[src/sv/multi_reader_slot_register_defines.svh]
// ----------------------------------------------------------------------------
// multi_reader_slot_register_defines
// assertion macros shared by the slot register modules
// ----------------------------------------------------------------------------
`ifndef MULTI_READER_SLOT_REGISTER_DEFINES_SVH
`define MULTI_READER_SLOT_REGISTER_DEFINES_SVH

`ifndef SYNTHESIS
// check sampled on clk_i, masked while rst_ni is low
`define MSR_ASSERT(lbl, prop, msg) \
  lbl: assert property (@(posedge clk_i) disable iff (!rst_ni) prop) else $error(msg);
// check sampled on clk_i, also active during reset
`define MSR_ASSERT_ALWAYS(lbl, prop, msg) \
  lbl: assert property (@(posedge clk_i) prop) else $error(msg);
`else
`define MSR_ASSERT(lbl, prop, msg)
`define MSR_ASSERT_ALWAYS(lbl, prop, msg)
`endif

`endif

[src/sv/msr_pkg.sv]
// ----------------------------------------------------------------------------
// msr_pkg
// shared constants, codes and control types of the slot register
// ----------------------------------------------------------------------------
`default_nettype none

package msr_pkg;

  // default sizes
  localparam int MAX_READERS_DEF = 8;
  localparam int DATA_WIDTH_DEF  = 32;

  // fixed port widths
  localparam int OPCODE_W   = 2;
  localparam int RID_W      = 3;
  localparam int VALUE_W    = 32;
  localparam int STATUS_W   = 2;
  localparam int SLOT_IDX_W = 4;
  localparam int AID_W      = 3;
  localparam int CFG_W      = 4;

  // active reader count after reset
  localparam logic [CFG_W-1:0] CFG_RESET = 4'd8;

  // operation codes
  localparam logic [OPCODE_W-1:0] OP_WRITE    = 2'd0;
  localparam logic [OPCODE_W-1:0] OP_READ     = 2'd1;
  localparam logic [OPCODE_W-1:0] OP_REGISTER = 2'd2;
  localparam logic [OPCODE_W-1:0] OP_NOP      = 2'd3;

  // status codes
  localparam logic [STATUS_W-1:0] ST_OK      = 2'd0;
  localparam logic [STATUS_W-1:0] ST_NO_ID   = 2'd1;
  localparam logic [STATUS_W-1:0] ST_BAD_RID = 2'd2;

  // controller to datapath commands
  typedef struct packed {
    logic capture;   // latch the incoming item
    logic exec;      // read/register/nop finish, write scans held slots
    logic pick;      // priority pick of the lowest free slot
    logic commit;    // store write value and rotate slots
    logic cfg_open;  // configuration writes accepted
  } msr_cmd_t;

  // datapath to controller status
  typedef struct packed {
    logic is_write;
  } msr_stat_t;

endpackage

`default_nettype wire

[src/sv/multi_reader_slot_register.sv]
// ----------------------------------------------------------------------------
// multi_reader_slot_register
// single-writer multi-reader register in a ring of reader count plus two slots
// a write steps through exec, pick and commit states before the result strobe,
//   a read, register or nop through exec only; a new item is taken in the
//   strobe cycle, and writes pay for the held-slot scan and the registered
//   lowest-free-slot pick
// the result strobe lasts one cycle and cannot be stalled by the receiver
// reset (async, active low): slots, traces, marks, id count clear, readers 8
// ----------------------------------------------------------------------------
`default_nettype none

module multi_reader_slot_register import msr_pkg::*; #(
  parameter int MAX_READERS = MAX_READERS_DEF,  // 1..8
  parameter int DATA_WIDTH  = DATA_WIDTH_DEF    // 1..32, stored bits per slot
) (
  input  wire logic                  clk_i,
  input  wire logic                  rst_ni,
  // item command channel
  input  wire logic                  start,
  output logic                       busy,
  input  wire logic [OPCODE_W-1:0]   opcode_i,
  input  wire logic [RID_W-1:0]      reader_id_i,
  input  wire logic [VALUE_W-1:0]    write_value_i,
  // results
  output logic                       done_o,
  output logic [STATUS_W-1:0]        status_o,
  output logic [VALUE_W-1:0]         read_value_o,
  output logic [SLOT_IDX_W-1:0]      slot_index_o,
  output logic [AID_W-1:0]           assigned_id_o,
  // active reader count write channel
  input  wire logic                  cfg_valid_i,
  output logic                       cfg_ready_o,
  input  wire logic [CFG_W-1:0]      cfg_data_i
);

  msr_cmd_t  cmd;
  msr_stat_t stat;

  assign cfg_ready_o = cmd.cfg_open;

  // sequencer
  msr_ctrl u_ctrl (
    .clk_i   (clk_i),
    .rst_ni  (rst_ni),
    .start_i (start),
    .stat_i  (stat),
    .cmd_o   (cmd),
    .busy_o  (busy),
    .done_o  (done_o)
  );

  // slots and reader bookkeeping
  msr_dp #(
    .MAX_READERS (MAX_READERS),
    .DATA_WIDTH  (DATA_WIDTH)
  ) u_dp (
    .clk_i         (clk_i),
    .rst_ni        (rst_ni),
    .cmd_i         (cmd),
    .stat_o        (stat),
    .opcode_i      (opcode_i),
    .reader_id_i   (reader_id_i),
    .write_value_i (write_value_i),
    .cfg_valid_i   (cfg_valid_i),
    .cfg_data_i    (cfg_data_i),
    .status_o      (status_o),
    .read_value_o  (read_value_o),
    .slot_index_o  (slot_index_o),
    .assigned_id_o (assigned_id_o)
  );

endmodule

`default_nettype wire

[src/sv/msr_ctrl.sv]
// ----------------------------------------------------------------------------
// msr_ctrl
// sequencer: accepts items and steps the datapath through each operation
// ----------------------------------------------------------------------------
`default_nettype none
`include "multi_reader_slot_register_defines.svh"

module msr_ctrl import msr_pkg::*; (
  input  wire logic      clk_i,
  input  wire logic      rst_ni,
  input  wire logic      start_i,
  input  wire msr_stat_t stat_i,
  output msr_cmd_t       cmd_o,
  output logic           busy_o,
  output logic           done_o
);

  // state codes
  localparam logic [2:0] S_IDLE   = 3'd0;
  localparam logic [2:0] S_EXEC   = 3'd1;
  localparam logic [2:0] S_PICK   = 3'd2;
  localparam logic [2:0] S_COMMIT = 3'd3;
  localparam logic [2:0] S_RESP   = 3'd4;

  logic [2:0] state_q, state_d;
  logic       accept;

  // an item may enter while the previous result is on the ports
  assign busy_o = !((state_q == S_IDLE) || (state_q == S_RESP));
  assign done_o = (state_q == S_RESP);
  assign accept = start_i && !busy_o;

  // next state
  always_comb begin
    state_d = state_q;
    case (state_q)
      S_IDLE: begin
        if (start_i) state_d = S_EXEC;
      end
      S_EXEC: begin
        state_d = stat_i.is_write ? S_PICK : S_RESP;
      end
      S_PICK: begin
        state_d = S_COMMIT;
      end
      S_COMMIT: begin
        state_d = S_RESP;
      end
      S_RESP: begin
        state_d = start_i ? S_EXEC : S_IDLE;
      end
      default: begin
        state_d = S_IDLE;
      end
    endcase
  end

  // datapath commands
  always_comb begin
    cmd_o          = '0;
    cmd_o.capture  = accept;
    cmd_o.exec     = (state_q == S_EXEC);
    cmd_o.pick     = (state_q == S_PICK);
    cmd_o.commit   = (state_q == S_COMMIT);
    cmd_o.cfg_open = (state_q == S_IDLE);
  end

  // state register
  always_ff @(posedge clk_i or negedge rst_ni) begin
    if (!rst_ni) begin
      state_q <= S_IDLE;
    end else begin
      state_q <= state_d;
    end
  end

  // checks
  `MSR_ASSERT(a_done_one_cycle, done_o |=> !done_o, "result strobe held longer than one cycle")
  `MSR_ASSERT(a_pick_after_write, (state_q == S_PICK) |-> $past(stat_i.is_write), "slot pick without a write")
  `MSR_ASSERT(a_commit_after_pick, (state_q == S_COMMIT) |-> $past(state_q == S_PICK), "commit not preceded by pick")
  `MSR_ASSERT_ALWAYS(a_reset_idle, !rst_ni |=> (state_q == S_IDLE) || !rst_ni, "controller not idle after reset")

endmodule

`default_nettype wire

[src/sv/msr_dp.sv]
// ----------------------------------------------------------------------------
// msr_dp
// datapath: value slots, reader marks and traces, free slot scan and pick
// ----------------------------------------------------------------------------
`default_nettype none
`include "multi_reader_slot_register_defines.svh"

module msr_dp import msr_pkg::*; #(
  parameter int MAX_READERS = MAX_READERS_DEF,
  parameter int DATA_WIDTH  = DATA_WIDTH_DEF
) (
  input  wire logic                  clk_i,
  input  wire logic                  rst_ni,
  input  wire msr_cmd_t              cmd_i,
  output msr_stat_t                  stat_o,
  input  wire logic [OPCODE_W-1:0]   opcode_i,
  input  wire logic [RID_W-1:0]      reader_id_i,
  input  wire logic [VALUE_W-1:0]    write_value_i,
  input  wire logic                  cfg_valid_i,
  input  wire logic [CFG_W-1:0]      cfg_data_i,
  output logic [STATUS_W-1:0]        status_o,
  output logic [VALUE_W-1:0]         read_value_o,
  output logic [SLOT_IDX_W-1:0]      slot_index_o,
  output logic [AID_W-1:0]           assigned_id_o
);

  localparam int Slots = MAX_READERS + 2;
  localparam int SiW   = $clog2(Slots);
  localparam int CntW  = $clog2(MAX_READERS + 1);

  // configuration and persistent state
  logic [CFG_W-1:0]      cfg_q;
  logic [DATA_WIDTH-1:0] slot_q  [Slots];
  logic [SiW-1:0]        trace_q [MAX_READERS];
  logic [SiW-1:0]        cur_q;
  logic [MAX_READERS-1:0] marks_q;
  logic [CntW-1:0]       cnt_q;

  // captured item and write pipeline
  logic [OPCODE_W-1:0]   op_q;
  logic [RID_W-1:0]      rid_q;
  logic [DATA_WIDTH-1:0] wval_q;
  logic [Slots-1:0]      held_q, held_d;
  logic [SiW-1:0]        pick_q, pick_d;

  // result registers
  logic [STATUS_W-1:0]   res_status_q, res_status_d;
  logic [VALUE_W-1:0]    res_rval_q, res_rval_d;
  logic [SLOT_IDX_W-1:0] res_sidx_q, res_sidx_d;
  logic [AID_W-1:0]      res_aid_q, res_aid_d;
  logic                  res_load;

  logic [MAX_READERS-1:0] act;
  logic                   rid_ok;
  logic                   ids_gone;

  assign stat_o.is_write = (op_q == OP_WRITE);
  assign ids_gone        = (cnt_q == CntW'(MAX_READERS));

  // active readers: count clamped to 1..MAX_READERS
  always_comb begin
    for (int j = 0; j < MAX_READERS; j++) begin
      act[j] = (j == 0) || (j < int'(cfg_q));
    end
  end

  // reader id must name an active reader
  always_comb begin
    rid_ok = 1'b0;
    for (int j = 0; j < MAX_READERS; j++) begin
      if (act[j] && (rid_q == RID_W'(j))) rid_ok = 1'b1;
    end
  end

  // held slots: current one and every active reader's trace
  always_comb begin
    for (int s = 0; s < Slots; s++) begin
      held_d[s] = (cur_q == SiW'(s));
      for (int j = 0; j < MAX_READERS; j++) begin
        if (act[j] && (trace_q[j] == SiW'(s))) held_d[s] = 1'b1;
      end
    end
  end

  // lowest free slot
  always_comb begin
    pick_d = '0;
    for (int s = Slots - 1; s >= 0; s--) begin
      if (!held_q[s]) pick_d = SiW'(s);
    end
  end

  // result of the finishing step
  always_comb begin
    res_status_d = ST_OK;
    res_rval_d   = '0;
    res_sidx_d   = '0;
    res_aid_d    = '0;
    res_load     = cmd_i.commit || (cmd_i.exec && (op_q != OP_WRITE));
    if (cmd_i.commit) begin
      res_sidx_d = SLOT_IDX_W'(pick_q);
    end else begin
      case (op_q)
        OP_READ: begin
          if (rid_ok) begin
            res_rval_d[DATA_WIDTH-1:0] = slot_q[cur_q];
            res_sidx_d                 = SLOT_IDX_W'(cur_q);
          end else begin
            res_status_d = ST_BAD_RID;
          end
        end
        OP_REGISTER: begin
          if (ids_gone) begin
            res_status_d = ST_NO_ID;
          end else begin
            res_aid_d = AID_W'(cnt_q);
          end
        end
        default: begin
        end
      endcase
    end
  end

  // persistent state
  always_ff @(posedge clk_i or negedge rst_ni) begin
    if (!rst_ni) begin
      cfg_q   <= CFG_RESET;
      cur_q   <= '0;
      marks_q <= '0;
      cnt_q   <= '0;
      for (int s = 0; s < Slots; s++) slot_q[s] <= '0;
      for (int j = 0; j < MAX_READERS; j++) trace_q[j] <= '0;
    end else begin
      if (cfg_valid_i && cmd_i.cfg_open) cfg_q <= cfg_data_i;
      // read marks the reader, register hands out the next id
      if (cmd_i.exec) begin
        case (op_q)
          OP_READ: begin
            for (int j = 0; j < MAX_READERS; j++) begin
              if (act[j] && (rid_q == RID_W'(j))) marks_q[j] <= 1'b1;
            end
          end
          OP_REGISTER: begin
            if (!ids_gone) cnt_q <= cnt_q + CntW'(1);
          end
          default: begin
          end
        endcase
      end
      // write: store, hand old current slot to marked readers, rotate
      if (cmd_i.commit) begin
        slot_q[pick_q] <= wval_q;
        for (int j = 0; j < MAX_READERS; j++) begin
          if (act[j] && marks_q[j]) trace_q[j] <= cur_q;
        end
        cur_q   <= pick_q;
        marks_q <= '0;
      end
    end
  end

  // item capture, scan and pick stages, results
  always_ff @(posedge clk_i) begin
    if (cmd_i.capture) begin
      op_q   <= opcode_i;
      rid_q  <= reader_id_i;
      wval_q <= write_value_i[DATA_WIDTH-1:0];
    end
    if (cmd_i.exec) held_q <= held_d;
    if (cmd_i.pick) pick_q <= pick_d;
    if (res_load) begin
      res_status_q <= res_status_d;
      res_rval_q   <= res_rval_d;
      res_sidx_q   <= res_sidx_d;
      res_aid_q    <= res_aid_d;
    end
  end

  assign status_o      = res_status_q;
  assign read_value_o  = res_rval_q;
  assign slot_index_o  = res_sidx_q;
  assign assigned_id_o = res_aid_q;

  // checks
  `MSR_ASSERT(a_pick_is_free, cmd_i.commit |-> !held_q[pick_q], "picked slot is still held")
  `MSR_ASSERT(a_cur_in_range, cur_q <= SiW'(Slots - 1), "current slot index beyond slot count")
  `MSR_ASSERT(a_marks_clear_after_write, cmd_i.commit |=> (marks_q == '0), "reader marks not cleared by write")

endmodule

`default_nettype wire

[config.mk]
export PLATFORM = sky130hd
export DESIGN_NAME = multi_reader_slot_register
export DESIGN_NICKNAME = d
export VERILOG_FILES = /design/src/sv/msr_pkg.sv /design/src/sv/multi_reader_slot_register.sv /design/src/sv/msr_ctrl.sv /design/src/sv/msr_dp.sv
export VERILOG_INCLUDE_DIRS = /design/src /design/src/sv
export SDC_FILE = /design/constraint.sdc
export NUM_CORES = 1
export LEC_CHECK = 0
export BUFFER_PORTS_ARGS = -buffer_cell sky130_fd_sc_hd__clkbuf_2
export CAP_MARGIN = 10
export CORE_ASPECT_RATIO = 1.5
export CORE_MARGIN = 10
export CORE_UTILIZATION = 50
export DETAILED_ROUTE_END_ITERATION = 10
export PLACE_DENSITY = 0.81
export SETUP_SLACK_MARGIN = 0.1
export SLEW_MARGIN = 15
export SYNTH_ARGS = -nofsm -noshare
export SYNTH_HDL_FRONTEND = slang
export SYNTH_SLANG_ARGS = --single-unit
[constraint.sdc]
create_clock -name clk_i -period 4.35 [get_ports clk_i]
set_input_delay 0.6525 -clock clk_i [delete_from_list [all_inputs] [get_ports clk_i]]
set_output_delay 0.6525 -clock clk_i [all_outputs]
set_load 0.05 [all_outputs]
==> results.sh <==
export IMPL_setup_viol=0
export IMPL_reg2reg_from="u_dp.cfg_q[2]$_DFFE_PN0P_"
export IMPL_grt_overflow=0
export IMPL_grt_max_degree=119
export IMPL_final_core_util_pct=56.3
export IMPL_route_vias_total=13200
export IMPL_worstPathArrival_ps=3250
export IMPL_crit_type="flop to flop"
export IMPL_crit_path_max_fanout=21
export IMPL_p_leak_nw=10.5
export IMPL_drc=0
export IMPL_power_density_mw_per_mm2=649
export IMPL_grt_use_total_pct=19.6
export IMPL_setup_worst_path_end_class="flop"
export IMPL_max_cap_violations=0
export IMPL_detail_route_antenna_nets=0
export IMPL_post_cts_buffers=0
export IMPL_drv_slew=0
export IMPL_vias_per_cell=6.04
export IMPL_cts_made_buffers=44
export IMPL_whs_ps=164
export IMPL_first_global_vias=14000
export IMPL_ys_seq_area_share_pct=57.9
export IMPL_final_common_cell="dfrtp_1"
export IMPL_cts_resized_gates=0
export IMPL_diodes=0
export IMPL_wire_per_inst_um=23.1
export IMPL_area_growth_pct=11.1
export IMPL_clk_latency_ps=560
export IMPL_cp_required_ps=4650
export IMPL_hold_class="input pin to async pin"
export IMPL_antenna_found_initial=0
export IMPL_relSlewSlack_pct=21.8
export IMPL_num_io_pins=89
export IMPL_finalNonFillerCells=2183
export IMPL_pwr_share_clk_pct=26.0
export IMPL_synth_compound_area_share_pct=7.79
export IMPL_avgSynthCellArea_sq_um=13.5
export IMPL_final_nets=1640
export IMPL_max_freq_mhz=339
export IMPL_synth_top_family_by_area="multiplexers"
export IMPL_cts_root_buffer="clkbuf_16"
export IMPL_synth_edff_count=92
export IMPL_syn_nets=1608
export IMPL_htreeDepth=2
export IMPL_clock_skew_ps=13.4
export IMPL_intPower_mw=9.81
export IMPL_async_flop_share_pct=80.3
export IMPL_clockBufferDepth=3
export IMPL_synth_fa_ha_area_share_pct=0.298
export IMPL_drtIter0Drc=1097
export IMPL_rr_worst_depth=5
export IMPL_grt_setup_unrepaired="false"
export IMPL_rrSetupSlack_ps=1400
export IMPL_cts_sinks=467
export IMPL_synth_mux_area_share_pct=24.0
export IMPL_synth_flop_cell="dfrtp_1"
export IMPL_die_area_sq_mm=0.0507
export IMPL_die_w_um=187
export IMPL_r2r_end="u_dp.read_value_o[25]$_SDFFCE_PP0N_"
export IMPL_cts_tree="yes"
export IMPL_port_buffers=88
export IMPL_fin_crit_sh_pct=67.8
export IMPL_p_sw_share_pct=35.1
export IMPL_ys_types=66
export IMPL_syn_area_sq_mm=0.0210
export IMPL_outcome="finished, final reports clean"
export IMPL_gp_congestion=0.887
export IMPL_cts_hold_fix_buffers=0
export IMPL_clk_pin_slew_ps=60
export IMPL_crit_path_start_kind="flop"
export IMPL_p_seq_share_pct=46.6
export IMPL_core_area_sq_mm=0.0413
export IMPL_drive_gt1_share_pct=34.8
export IMPL_synth_xor_area_share_pct=0.125
export IMPL_final_cell_mix="dfrtp_1 (372), mux2_2 (348), mux2i_1 (95)"
export IMPL_start_util_pct=50.7
export IMPL_die_y_um=271
export IMPL_wirelength_um=50300
export IMPL_p_sw_mw=5.30
export IMPL_tightest_slew_ps=1170
export IMPL_dpl_hpwl_um=31400
export IMPL_grt_pass1_wl_um=79500
export IMPL_period_needed_ps=2950
export IMPL_synthSimpleGateAreaFrac_pct=6.46
export IMPL_max_vdd_ir_drop_mv=0.309
export IMPL_dr_pass1_iters=7
export IMPL_ys_ff_latch=467
export IMPL_core_rowCount=91
export IMPL_netlist_instances=1558
export IMPL_hold_viol=0
export IMPL_setup_tns_ps=0
export IMPL_pwr_share_comb_pct=27.4
export IMPL_placed_cells=2101
export IMPL_yosysWarnings=0
metrics by stage:
stage | worst slack, ps | instance area [sq um] | power, mW
after floorplan | 112 | 21000 | 9.79
after global placement | 1430 | 21800 | 11.0
after detailed placement | 1360 | 21800 | 11.2
after CTS | 1330 | 23300 | 15.1
after global routing | 1270 | 23300 | 15.8
final | 1400 | 23300 | 15.1
area by class of cell:
| class | instances | area [sq um] |
|---|---|---|
| multi-input cells | 938 | 8160 |
| clock inverters | 14 | 133 |
| inverters | 20 | 75.1 |
| repair buffers | 119 | 724 |
| flip-flops and latches | 467 | 12200 |
| fillers | 3233 | 18000 |
| well taps | 558 | 698 |
| clock buffers | 67 | 1350 |
kinds of logic (layout without fill, tap and decap cells):
family | after synthesis | count (layout)
flops | 467 | 467
mux | 454 | 454
compound gates | 240 | 240
simple gates | 236 | 236
buf+inv | 153 | 220
fa+ha+maj | 5 | 5
xor+xnor | 3 | 3
power groups by stage:
stage                     clock network, mW  logic [mW]  registers [mW]
after global placement                    0        4.01            6.97
after floorplan                           0        2.94            6.85
final                                  3.92        4.14            7.04
after global routing                   4.17        4.44            7.21
after detailed placement                  0        4.12            7.07
after CTS                              3.98        4.16            7.01
worst max-delay path, cell delays in order, from the launching register on:
cell      delay [ps]
dfrtp_1          500
a211oi_1         570
a32o_1           230
a211o_1          840
buf_4            440
a31oi_1           90
worst max-delay path by stage:
stage               depth (start not counted)                                   to                           from  slack [ps]
floorplan                                   4  u_dp.assigned_id_o[0]$_SDFFCE_PP0N_         u_dp.op_q[0]$_DFFE_PP_         110
global placement                            5          u_dp.slot_q[68]$_DFFE_PN0P_  u_ctrl.state_q[2]$_DFFE_PN0P_        1430
detailed placement                          5          u_dp.slot_q[70]$_DFFE_PN0P_  u_ctrl.state_q[2]$_DFFE_PN0P_        1360
CTS                                         5          u_dp.slot_q[70]$_DFFE_PN0P_  u_ctrl.state_q[2]$_DFFE_PN0P_        1330
global route                                5  u_dp.read_value_o[25]$_SDFFCE_PP0N_      u_dp.cfg_q[2]$_DFFE_PN0P_        1270
finish                                      5  u_dp.read_value_o[25]$_SDFFCE_PP0N_      u_dp.cfg_q[2]$_DFFE_PN0P_        1400
cells in the mapped netlist (21+ instances only):
library cell  count  area (sq um)
mux2i_1          95           951
nor2_1           64           240
clkbuf_1         37           139
nand2_1          35           131
a31oi_1          25           156
a22o_1           21           184
dfrtp_1         374          9360
buf_2            44           220
a22oi_1          29           218
edfxtp_1         92          2760
a211oi_1         24           180
mux2_2          348          3920
a21oi_1          57           285
o22ai_1          21           131
buf_1            38           143
flip-flops by register name (all words and copies together), names as in the netlist, 8 cells and up:
name               flops
u_dp.read_value_o     32
u_dp.slot_q          320
u_dp.trace_q          32
u_dp.marks_q           8
u_dp.held_q           10
u_dp.wval_q           32
metal layers:
metal / global-route usage [%] / vias to the layer above / wire, um
li1: - / 5819 / -
met1: 23.5 / 6877 / 20400
met2: 34.7 / 383 / 26000
met3: 2.59 / 113 / 2070
met4: 8.17 / 0 / 1900
met5: 0 / - / 0
(Power assumes the default switching activity.)
